$ cat src/design/csht_pkg.sv
package csht_pkg;

	localparam int KEY_W   = 22;
	localparam int HIGH_W  = 64;
	localparam int LOW_W   = 24;
	localparam int AGE_W   = 8;
	localparam int NAME_BYTES = 11;
	localparam logic [AGE_W-1:0] MAX_AGE_RST = 8'd10;
	localparam logic [AGE_W-1:0] AGE_TOP     = 8'hFF;

	typedef enum logic [1:0] {
		OP_LOOKUP = 2'd0,
		OP_SAVE   = 2'd1,
		OP_AGE    = 2'd2,
		OP_NOP    = 2'd3
	} op_t;

	typedef enum logic [1:0] {
		KIND_FULL  = 2'd0,
		KIND_TOP12 = 2'd1,
		KIND_TOP10 = 2'd2
	} kind_t;

	typedef enum logic [1:0] {
		ST_OK   = 2'd0,
		ST_MISS = 2'd1,
		ST_FULL = 2'd2
	} status_t;

	typedef struct packed {
		logic              valid;
		logic [KEY_W-1:0]  key;
		logic [HIGH_W-1:0] name_high;
		logic [LOW_W-1:0]  name_low;
		logic [AGE_W-1:0]  age;
	} entry_t;

	typedef struct packed {
		logic start;
		logic clr_wr;
		logic rd;
		logic save_wr;
		logic load_out;
	} ctrl_cmd_t;

	typedef struct packed {
		logic cnt_last;
		logic cnt_done;
		logic rd_pending;
		logic hit;
		logic is_save;
		logic out_free;
	} dp_sts_t;

	// Zero every byte after the first zero byte of the 11-byte name.
	function automatic logic [HIGH_W+LOW_W-1:0] pad_name(
		input logic [HIGH_W-1:0] nh,
		input logic [LOW_W-1:0]  nl
	);
		logic [HIGH_W+LOW_W-1:0] name;
		logic ended;
		name = {nh, nl};
		ended = 1'b0;
		for (int i = NAME_BYTES - 1; i >= 0; i--) begin
			if (ended) begin
				name[i*8 +: 8] = 8'h00;
			end else if (name[i*8 +: 8] == 8'h00) begin
				ended = 1'b1;
			end
		end
		return name;
	endfunction

	function automatic logic key_hits(
		input logic [KEY_W-1:0] stored,
		input logic [1:0]       kind,
		input logic [KEY_W-1:0] key
	);
		logic hit;
		case (kind)
			KIND_FULL:  hit = (stored == key);
			KIND_TOP12: hit = (stored[KEY_W-1:10] == key[11:0]);
			default:    hit = (stored[KEY_W-1:12] == key[9:0]);
		endcase
		return hit;
	endfunction

endpackage

$ cat src/design/csht_ctrl.sv
module csht_ctrl (
	input  logic                clk,
	input  logic                arst_n,
	input  logic                in_valid,
	output logic                in_stall,
	input  csht_pkg::dp_sts_t   sts,
	output csht_pkg::ctrl_cmd_t cmd
);

	typedef enum logic [4:0] {
		S_CLEAR  = 5'b00001,
		S_IDLE   = 5'b00010,
		S_SCAN   = 5'b00100,
		S_WRITE  = 5'b01000,
		S_FINISH = 5'b10000
	} state_t;

	state_t state_q, state_d;

	always_comb begin
		state_d = state_q;
		cmd     = '0;
		in_stall = 1'b1;
		case (state_q)
			S_CLEAR: begin
				cmd.clr_wr = 1'b1;
				if (sts.cnt_last) state_d = S_IDLE;
			end
			S_IDLE: begin
				in_stall = 1'b0;
				if (in_valid) begin
					cmd.start = 1'b1;
					state_d   = S_SCAN;
				end
			end
			S_SCAN: begin
				cmd.rd = !sts.cnt_done && !sts.hit;
				if (!sts.rd_pending && (sts.cnt_done || sts.hit)) begin
					state_d = sts.is_save ? S_WRITE : S_FINISH;
				end
			end
			S_WRITE: begin
				cmd.save_wr = 1'b1;
				state_d     = S_FINISH;
			end
			S_FINISH: begin
				// hold until the output register can take the result
				if (sts.out_free) begin
					cmd.load_out = 1'b1;
					state_d      = S_IDLE;
				end
			end
			default: state_d = S_CLEAR;
		endcase
	end

	always_ff @(posedge clk or negedge arst_n) begin
		if (!arst_n) begin
			state_q <= S_CLEAR;
		end else begin
			state_q <= state_d;
		end
	end

endmodule

$ cat config.mk
export PLATFORM = sky130hd
export DESIGN_NAME = csht_ctrl
export DESIGN_NICKNAME = d
export VERILOG_FILES = /design/src/design/csht_pkg.sv /design/src/design/csht_ctrl.sv
export SDC_FILE = /design/constraint.sdc
export NUM_CORES = 1
export LEC_CHECK = 0
export ABC_AREA = 1
export BUFFER_PORTS_ARGS = -buffer_cell sky130_fd_sc_hd__buf_2
export CORE_AREA = 2 2 39 41
export CTS_BUF_LIST = sky130_fd_sc_hd__clkbuf_4
export CTS_CLUSTER_DIAMETER = 100
export CTS_CLUSTER_SIZE = 14
export DETAILED_ROUTE_END_ITERATION = 10
export DIE_AREA = 0 0 41 43
export GPL_TIMING_DRIVEN = 0
export PLACE_DENSITY = 0.59
export SLEW_MARGIN = 20
export SYNTH_ARGS = -nofsm -noshare
export SYNTH_HDL_FRONTEND = slang
export SYNTH_SLANG_ARGS = --single-unit
$ cat constraint.sdc
create_clock -name clk -period 1 [get_ports clk]
set_input_delay 0.05 -clock clk [delete_from_list [all_inputs] [get_ports clk]]
set_output_delay 0.05 -clock clk [all_outputs]
set_load 0.005 [all_outputs]
==> results.ini, run 1 <==
[clock_tree]
clock_tree_from_tritoncts=yes
htree_levels=1
clockRootBuffer=clkbuf_4
cts_buffer_depth=2
tritoncts.num_buffers=3
clock_latency_ns=0.24
clk_pin_slew_ns=0.04
clkSinkCount=5

[synthesis]
share_of_flip_flops_with_an_asynchronous_set_or_reset_pct=100.0
synth.top_cells.by_count=9 x inv_1, 9 x nand2_1, 6 x nand3_1
synthDistinctLibCells=14
count_of_synthesis_stage_warnings_from_yosys=0
synth_flop_cell=dfrtp_1
synth.top_cell.area_share_pct=29.96
syn-instance-count=48
post_synth_instance_area_um2=334.1
portion_of_the_post_synthesis_area_used_by_sequential_elements_pct=37.83
synth_largest_area_cell=dfrtp_1
syn-num-nets=57
netlist_top_cells_area=dfrtp_1 30%, inv_1 10%, nand2_1 10%, nand3_1 9.0%, dfstp_2 7.9%
syn_area_per_cell_um2=6.960
number_of_synthesized_flops_with_an_enable_pin=0
yosys_register_bits=5

[route]
drt-initial-drc-count=7
via_per_inst=4.500
drc_errors=0
dr.pass1.iters=4
totalWireLength_um=896
detail_route.wl_per_cell_um=9.956
via_count=405
ant_nets=0

[place]
gp_congestion=0.7462
dpl-instance-area_um2=426.7
dp.final_hpwl_um=606.2
port_buffer_count=14

[setup_path]
critPathKind=flip-flop to output pin
cp.arrival_ns=1.19
worst_r2r_setup_slack_ns=-0.23
worst_reg2reg_path_length_in_cells=7
crit_required_ns=0.95
crit-reg2reg-capture=state_q[4]
critical_path.reg2reg.startpoint=state_q[3]
worst-path-max-fanout=3
critPathLaunchType=flip-flop
endpoint_kind=output pin

[pwr]
p_per_area_nw_per_um2=2129
max-vdd-ir-drop_uv=745.1
total_power_w=0.001217
static-leakage-power_nw=0.3188

[timing]
slew_violations=0
setup_viol=11
rsz0062_at_grt=yes
final_min_period_over_clock_period_pct=124.0
worstMarginPinSlew_ns=0.1766
finalWorstPathRequiredPeriod_ns=1.240
worst_slew_margin_rel_pct=88.18
hold_viol_final=0
max_freq_mhz=806.5
worst_clock_skew_ns=0.002044
fin_ws_ns=-0.2399

[finish]
flip_flop_count_of_the_largest_register_after_layout=5
final_nets=84
num_antenna_cells=0
fill_cells=152
post_route_cell_area_um2=571.8
top_reg_by_flops=state_q
drive_above_1_share_pct=59.46
areaGrowthSynthToFinish_pct=71.16
biggestRegsByFlops=state_q: 5 flops

[min_path]
min-delay-start=sts[1]
hold_path.class=primary input to flip-flop
worst_hold_path.num_cells=3
hold-path-endpoint=state_q[3]

[floorplanning]
core-area_um2=1384
die_width_um=41
die-area_um2=1763
io-pin-count=15
initial_core_utilization_pct=24.14
core.rowCount=14
die_h_um=43

[grt]
grt_first_pass_wirelength_um=1373
largest_net_degree_at_the_start_of_global_routing=7
grt_antenna_before_repair=0
grt_overflow_total=0
grt_pass1_vias=348
global_route.usage.total_pct=12.42

[job]
max-cap-violations=0

[outcome]
outcome=complete, but fails checks
failed_checks=setup timing

==> cell families (layout without fill, tap and decap cells) <==
kind of cell           Yosys count  in the layout  synth area share (%)
AO/OA/AOI/OAI                    4              4                 6.741
buffers and inverters            9             35                 10.11
flip-flops                       5              5                 37.83
AND/OR/NAND/NOR                 30             30                 45.32
==> through the flow <==
stage | std cells | setup TNS [ns] | setup WS, ns | hold WS [ns] | util, %
CTS | 90 | -2.328 | -0.2766 | 0.07191 | 40.05
floorplan | 48 | -0.1607 | -0.06179 | -0.2456 | -
detailed placement | 78 | -0.7601 | -0.1762 | -0.1337 | 30.83
global route | 90 | -3.107 | -0.3365 | 0.08970 | 41.32
global placement | 78 | -0.7161 | -0.1657 | -0.1358 | 30.83
finish | 90 | -2.158 | -0.2399 | 0.09720 | 41.32
==> area by class of cell <==
type,instances,area [um2],share of cell area (%)
Multi-Input combinational cell,34,220.2,38.51
Inverter,9,33.78,5.908
Clock buffer,4,30.03,5.252
Sequential cell,5,127.6,22.32
Timing Repair Buffer,22,140.1,24.51
Tap cell,16,20.02,3.501
==> how the worst max path moves through the flow <==
stage	endpoint	slack (ns)	depth (start not counted)	start
after floorplan	state_q[4]	-0.06	7	state_q[0]
after global placement	state_q[4]	-0.17	8	state_q[1]
after detailed placement	state_q[0]	-0.18	6	state_q[0]
after CTS	cmd[2]	-0.28	6	state_q[1]
after global routing	cmd[2]	-0.34	6	state_q[1]
final	cmd[3]	-0.24	5	state_q[0]
==> critical path, cell delays in order, from the launching register on <==
cell and delay (ns):
dfstp_2 0.54, inv_2 0.05, nor2_2 0.11, nand3_1 0.09
inv_1 0.06, buf_2 0.10
==> per-layer routing <==
| layer | global-route usage, % | part of all wire, % | vias to the layer above |
|---|---|---|---|
| met3 | 7.853 | 6.1 | 2 |
| met2 | 16.25 | 52 | 13 |
| met1 | 14.43 | 41 | 183 |
| met5 | 0 | 0 | - |
| met4 | 8.000 | 0.56 | 0 |
| li1 | - | - | 207 |
==> report_power, final <==
| part | internal [W] | switching [W] |
|---|---|---|
| Sequential | 0.000273 | 0.0000462 |
| Combinational | 0.000281 | 0.000356 |
| Clock | 0.000178 | 0.0000830 |
| Total | 0.000732 | 0.000485 |
==> placed cells by master (no fill, tap or decap), types with 2 or more instances in the layout <==
master	n
buf_2	14
inv_1	7
nand2_1	5
buf_4	5
nand2_2	4
nor2_1	4
nand3_1	4
clkbuf_4	4
nor2_4	3
nand3_2	3
nand4_1	3
dfrtp_1	3
inv_2	2
nor2_2	2
nor3_2	2
o21ai_1	2
buf_6	2
==> repair_timing <==
action,in CTS,in global routing
setup endpoints to repair,11,11
resized for setup,11,5
endpoints found under the hold margin,5,0
hold buffers,1,0
pin swaps,7,6
setup buffers,7,0
No activity file was read; power rests on OpenSTA's default activity.
==> run 2, diff against run 1 <==
Settings changed: BUFFER_PORTS_ARGS -buffer_cell sky130_fd_sc_hd__buf_2 to unset, DONT_BUFFER_PORTS set to 1, PLACE_DENSITY 0.59 to 0.49.
==> results.ini, run 2 (same netlist as run 1, synthesis figures left out) <==
[min_path]
min-delay-start=sts[1]  ; unchanged
worst_hold_path.num_cells=3  ; unchanged
hold_path.class=primary input to flip-flop  ; unchanged

[clock_tree]
clk_pin_slew_ns=0.04  ; about the same
htree_levels=1  ; unchanged
clkSinkCount=5  ; unchanged
clock_tree_from_tritoncts=yes  ; unchanged
clockRootBuffer=clkbuf_4  ; unchanged
clock_latency_ns=0.24  ; about the same
cts_buffer_depth=2  ; unchanged
tritoncts.num_buffers=3  ; unchanged

[timing]
finalWorstPathRequiredPeriod_ns=1.215  ; was 1.240 ns
slew_violations=0  ; unchanged
tns_ns=-1.570  ; was -2.158 ns
worst_slew_margin_rel_pct=85.11  ; was 88.18%
setup_viol=10  ; was 11
worst_clock_skew_ns=0.0004583  ; was 0.002044 ns
worstMarginPinSlew_ns=0.2226  ; was 0.1766 ns
final_min_period_over_clock_period_pct=121.5  ; was 124.0%
hold_viol_final=0  ; unchanged
fin_ws_ns=-0.2150  ; was -0.2399 ns
rsz0062_at_grt=yes  ; unchanged
max_freq_mhz=823.0  ; was 806.5 MHz

[finish]
biggestRegsByFlops=state_q: 5 flops  ; unchanged
mostFrequentLayoutCell=inv_1  ; was buf_2
top_reg_by_flops=state_q  ; unchanged
flip_flop_count_of_the_largest_register_after_layout=5  ; unchanged
post_route_cell_area_um2=485.5  ; was 571.8 um2
num_antenna_cells=0  ; unchanged
drive_above_1_share_pct=51.79  ; was 59.46%
areaGrowthSynthToFinish_pct=45.32  ; was 71.16%
most_frequent_cells_in_the_layout=6 x inv_1, 5 x nor2_2, 5 x nand2_1, 4 x nand3_1, 4 x clkbuf_4  ; was 14 x buf_2, 7 x inv_1, 5 x nand2_1, 5 x buf_4
final_nets=66  ; was 84

[floorplanning]
core-area_um2=1384  ; unchanged
io-pin-count=15  ; unchanged
core.rowCount=14  ; unchanged
die-area_um2=1763  ; unchanged
initial_core_utilization_pct=24.14  ; unchanged
die_width_um=41  ; unchanged
die_h_um=43  ; unchanged

[route]
totalWireLength_um=812  ; was 896 um
via_per_inst=4.556  ; was 4.500
drc_errors=0  ; unchanged
detail_route.wl_per_cell_um=11.28  ; was 9.956 um
ant_nets=0  ; unchanged
dr.pass1.iters=4  ; unchanged
drt-initial-drc-count=3  ; was 7
via_count=328  ; was 405

[setup_path]
cp.arrival_ns=1.34  ; was 1.19 ns
crit_required_ns=1.13  ; was 0.95 ns
critPathKind=flip-flop to flip-flop  ; was flip-flop to output pin
endpoint_kind=flip-flop  ; was output pin
timing.critical_path.from=state_q[0]  ; unchanged
critPathLaunchType=flip-flop  ; unchanged
worst_reg2reg_path_length_in_cells=7  ; unchanged
worst-path-max-fanout=3  ; unchanged
critical_path.reg2reg.startpoint=state_q[0]  ; was state_q[3]

[grt]
grt_antenna_before_repair=0  ; unchanged
global_route.usage.total_pct=10.78  ; was 12.42%
grt_overflow_total=0  ; unchanged
grt_pass1_vias=281  ; was 348
largest_net_degree_at_the_start_of_global_routing=7  ; unchanged
grt_first_pass_wirelength_um=1214  ; was 1373 um

[outcome]
outcome=complete, but fails checks  ; unchanged
failed_checks=setup timing  ; unchanged

[pwr]
max-vdd-ir-drop_uv=564.1  ; was 745.1 uV
static-leakage-power_nw=0.2418  ; was 0.3188 nW
p_per_area_nw_per_um2=2363  ; was 2129 nW/um2

[place]
dpl-instance-area_um2=356.6  ; was 426.7 um2
dp.final_hpwl_um=590.8  ; was 606.2 um
gp_congestion=0.7196  ; was 0.7462
port_buffer_count=0  ; was 14

[job]
max-cap-violations=0  ; unchanged

-- run 2: cell count changes in the layout (fill, tap and decap cells not counted), sizes merged --
| cell | change |
|---|---|
| buf | -19 |
| dlygate4sd3 | +1 |
-- run 2: layout make-up --
class | instances | area, um2
inverter | 9 | 33.78
sequential | 5 | 127.6
tap | 16 | 20.02
timing repair buffer | 4 | 35.03
clock buffer | 4 | 30.03
multi-input combinational | 34 | 239.0
fill | 150 | 898.4
-- run 2: power by group --
| part | leakage [nW] | internal [W] | switching [W] | total, W |
|---|---|---|---|---|
| Combinational | 0.160 | 0.000206 | 0.000352 | 0.000558 |
| Sequential | 0.0630 | 0.000273 | 0.0000523 | 0.000326 |
| Clock | 0.0184 | 0.000178 | 0.0000858 | 0.000264 |
| Total | 0.242 | 0.000657 | 0.000490 | 0.00115 |
-- run 2: path summary, 6_finish.rpt --
check                        endpoint  slack, ns
max                        state_q[1]      -0.22
min                        state_q[4]      0.008
max reg2reg                state_q[1]      -0.22
min reg2reg                state_q[3]       0.66
max in group asynchronous  state_q[0]       0.66
min in group asynchronous  state_q[4]       0.09
-- run 2: what timing repair did --
action                                 CTS  global route
cloned                                   0             0
gates resized for setup                 12             8
endpoints found under the hold margin    6             0
pin swaps                                2             2
setup endpoints to repair               11            11
hold buffers                             2             0
setup buffers                            1             1
-- run 2: layer usage --
metal  global-route usage (%)  wire, um
met5                        0         0
met4                    6.000         0
met3                    6.806        56
met2                    14.37       435
met1                    12.66       320
-- run 2: worst max-delay path: stages (launching register included) --
cell	delay, ns
dfstp_2	0.55
inv_2	0.05
nor2_2	0.09
nand4_1	0.14
nand2_2	0.12
nor2_2	0.05
nand2_1	0.05
nand2_1	0.05
-- run 2: metrics by stage --
step | utilization [%] | hold WS, ns | power (W) | cells | worst slack [ns]
5_1_grt | 35.08 | 0.01375 | 0.001257 | 72 | -0.2945
6_report | 35.08 | 0.008012 | 0.001147 | 72 | -0.2150
3_5_place_dp | 25.77 | -0.2454 | 0.0007199 | 64 | -0.1886
3_3_place_gp | 25.77 | -0.2455 | 0.0007159 | 64 | -0.1819
2_1_floorplan | - | -0.2456 | 0.0006378 | 48 | -0.06179
4_1_cts | 32.19 | 0.00004426 | 0.001093 | 71 | -0.2006
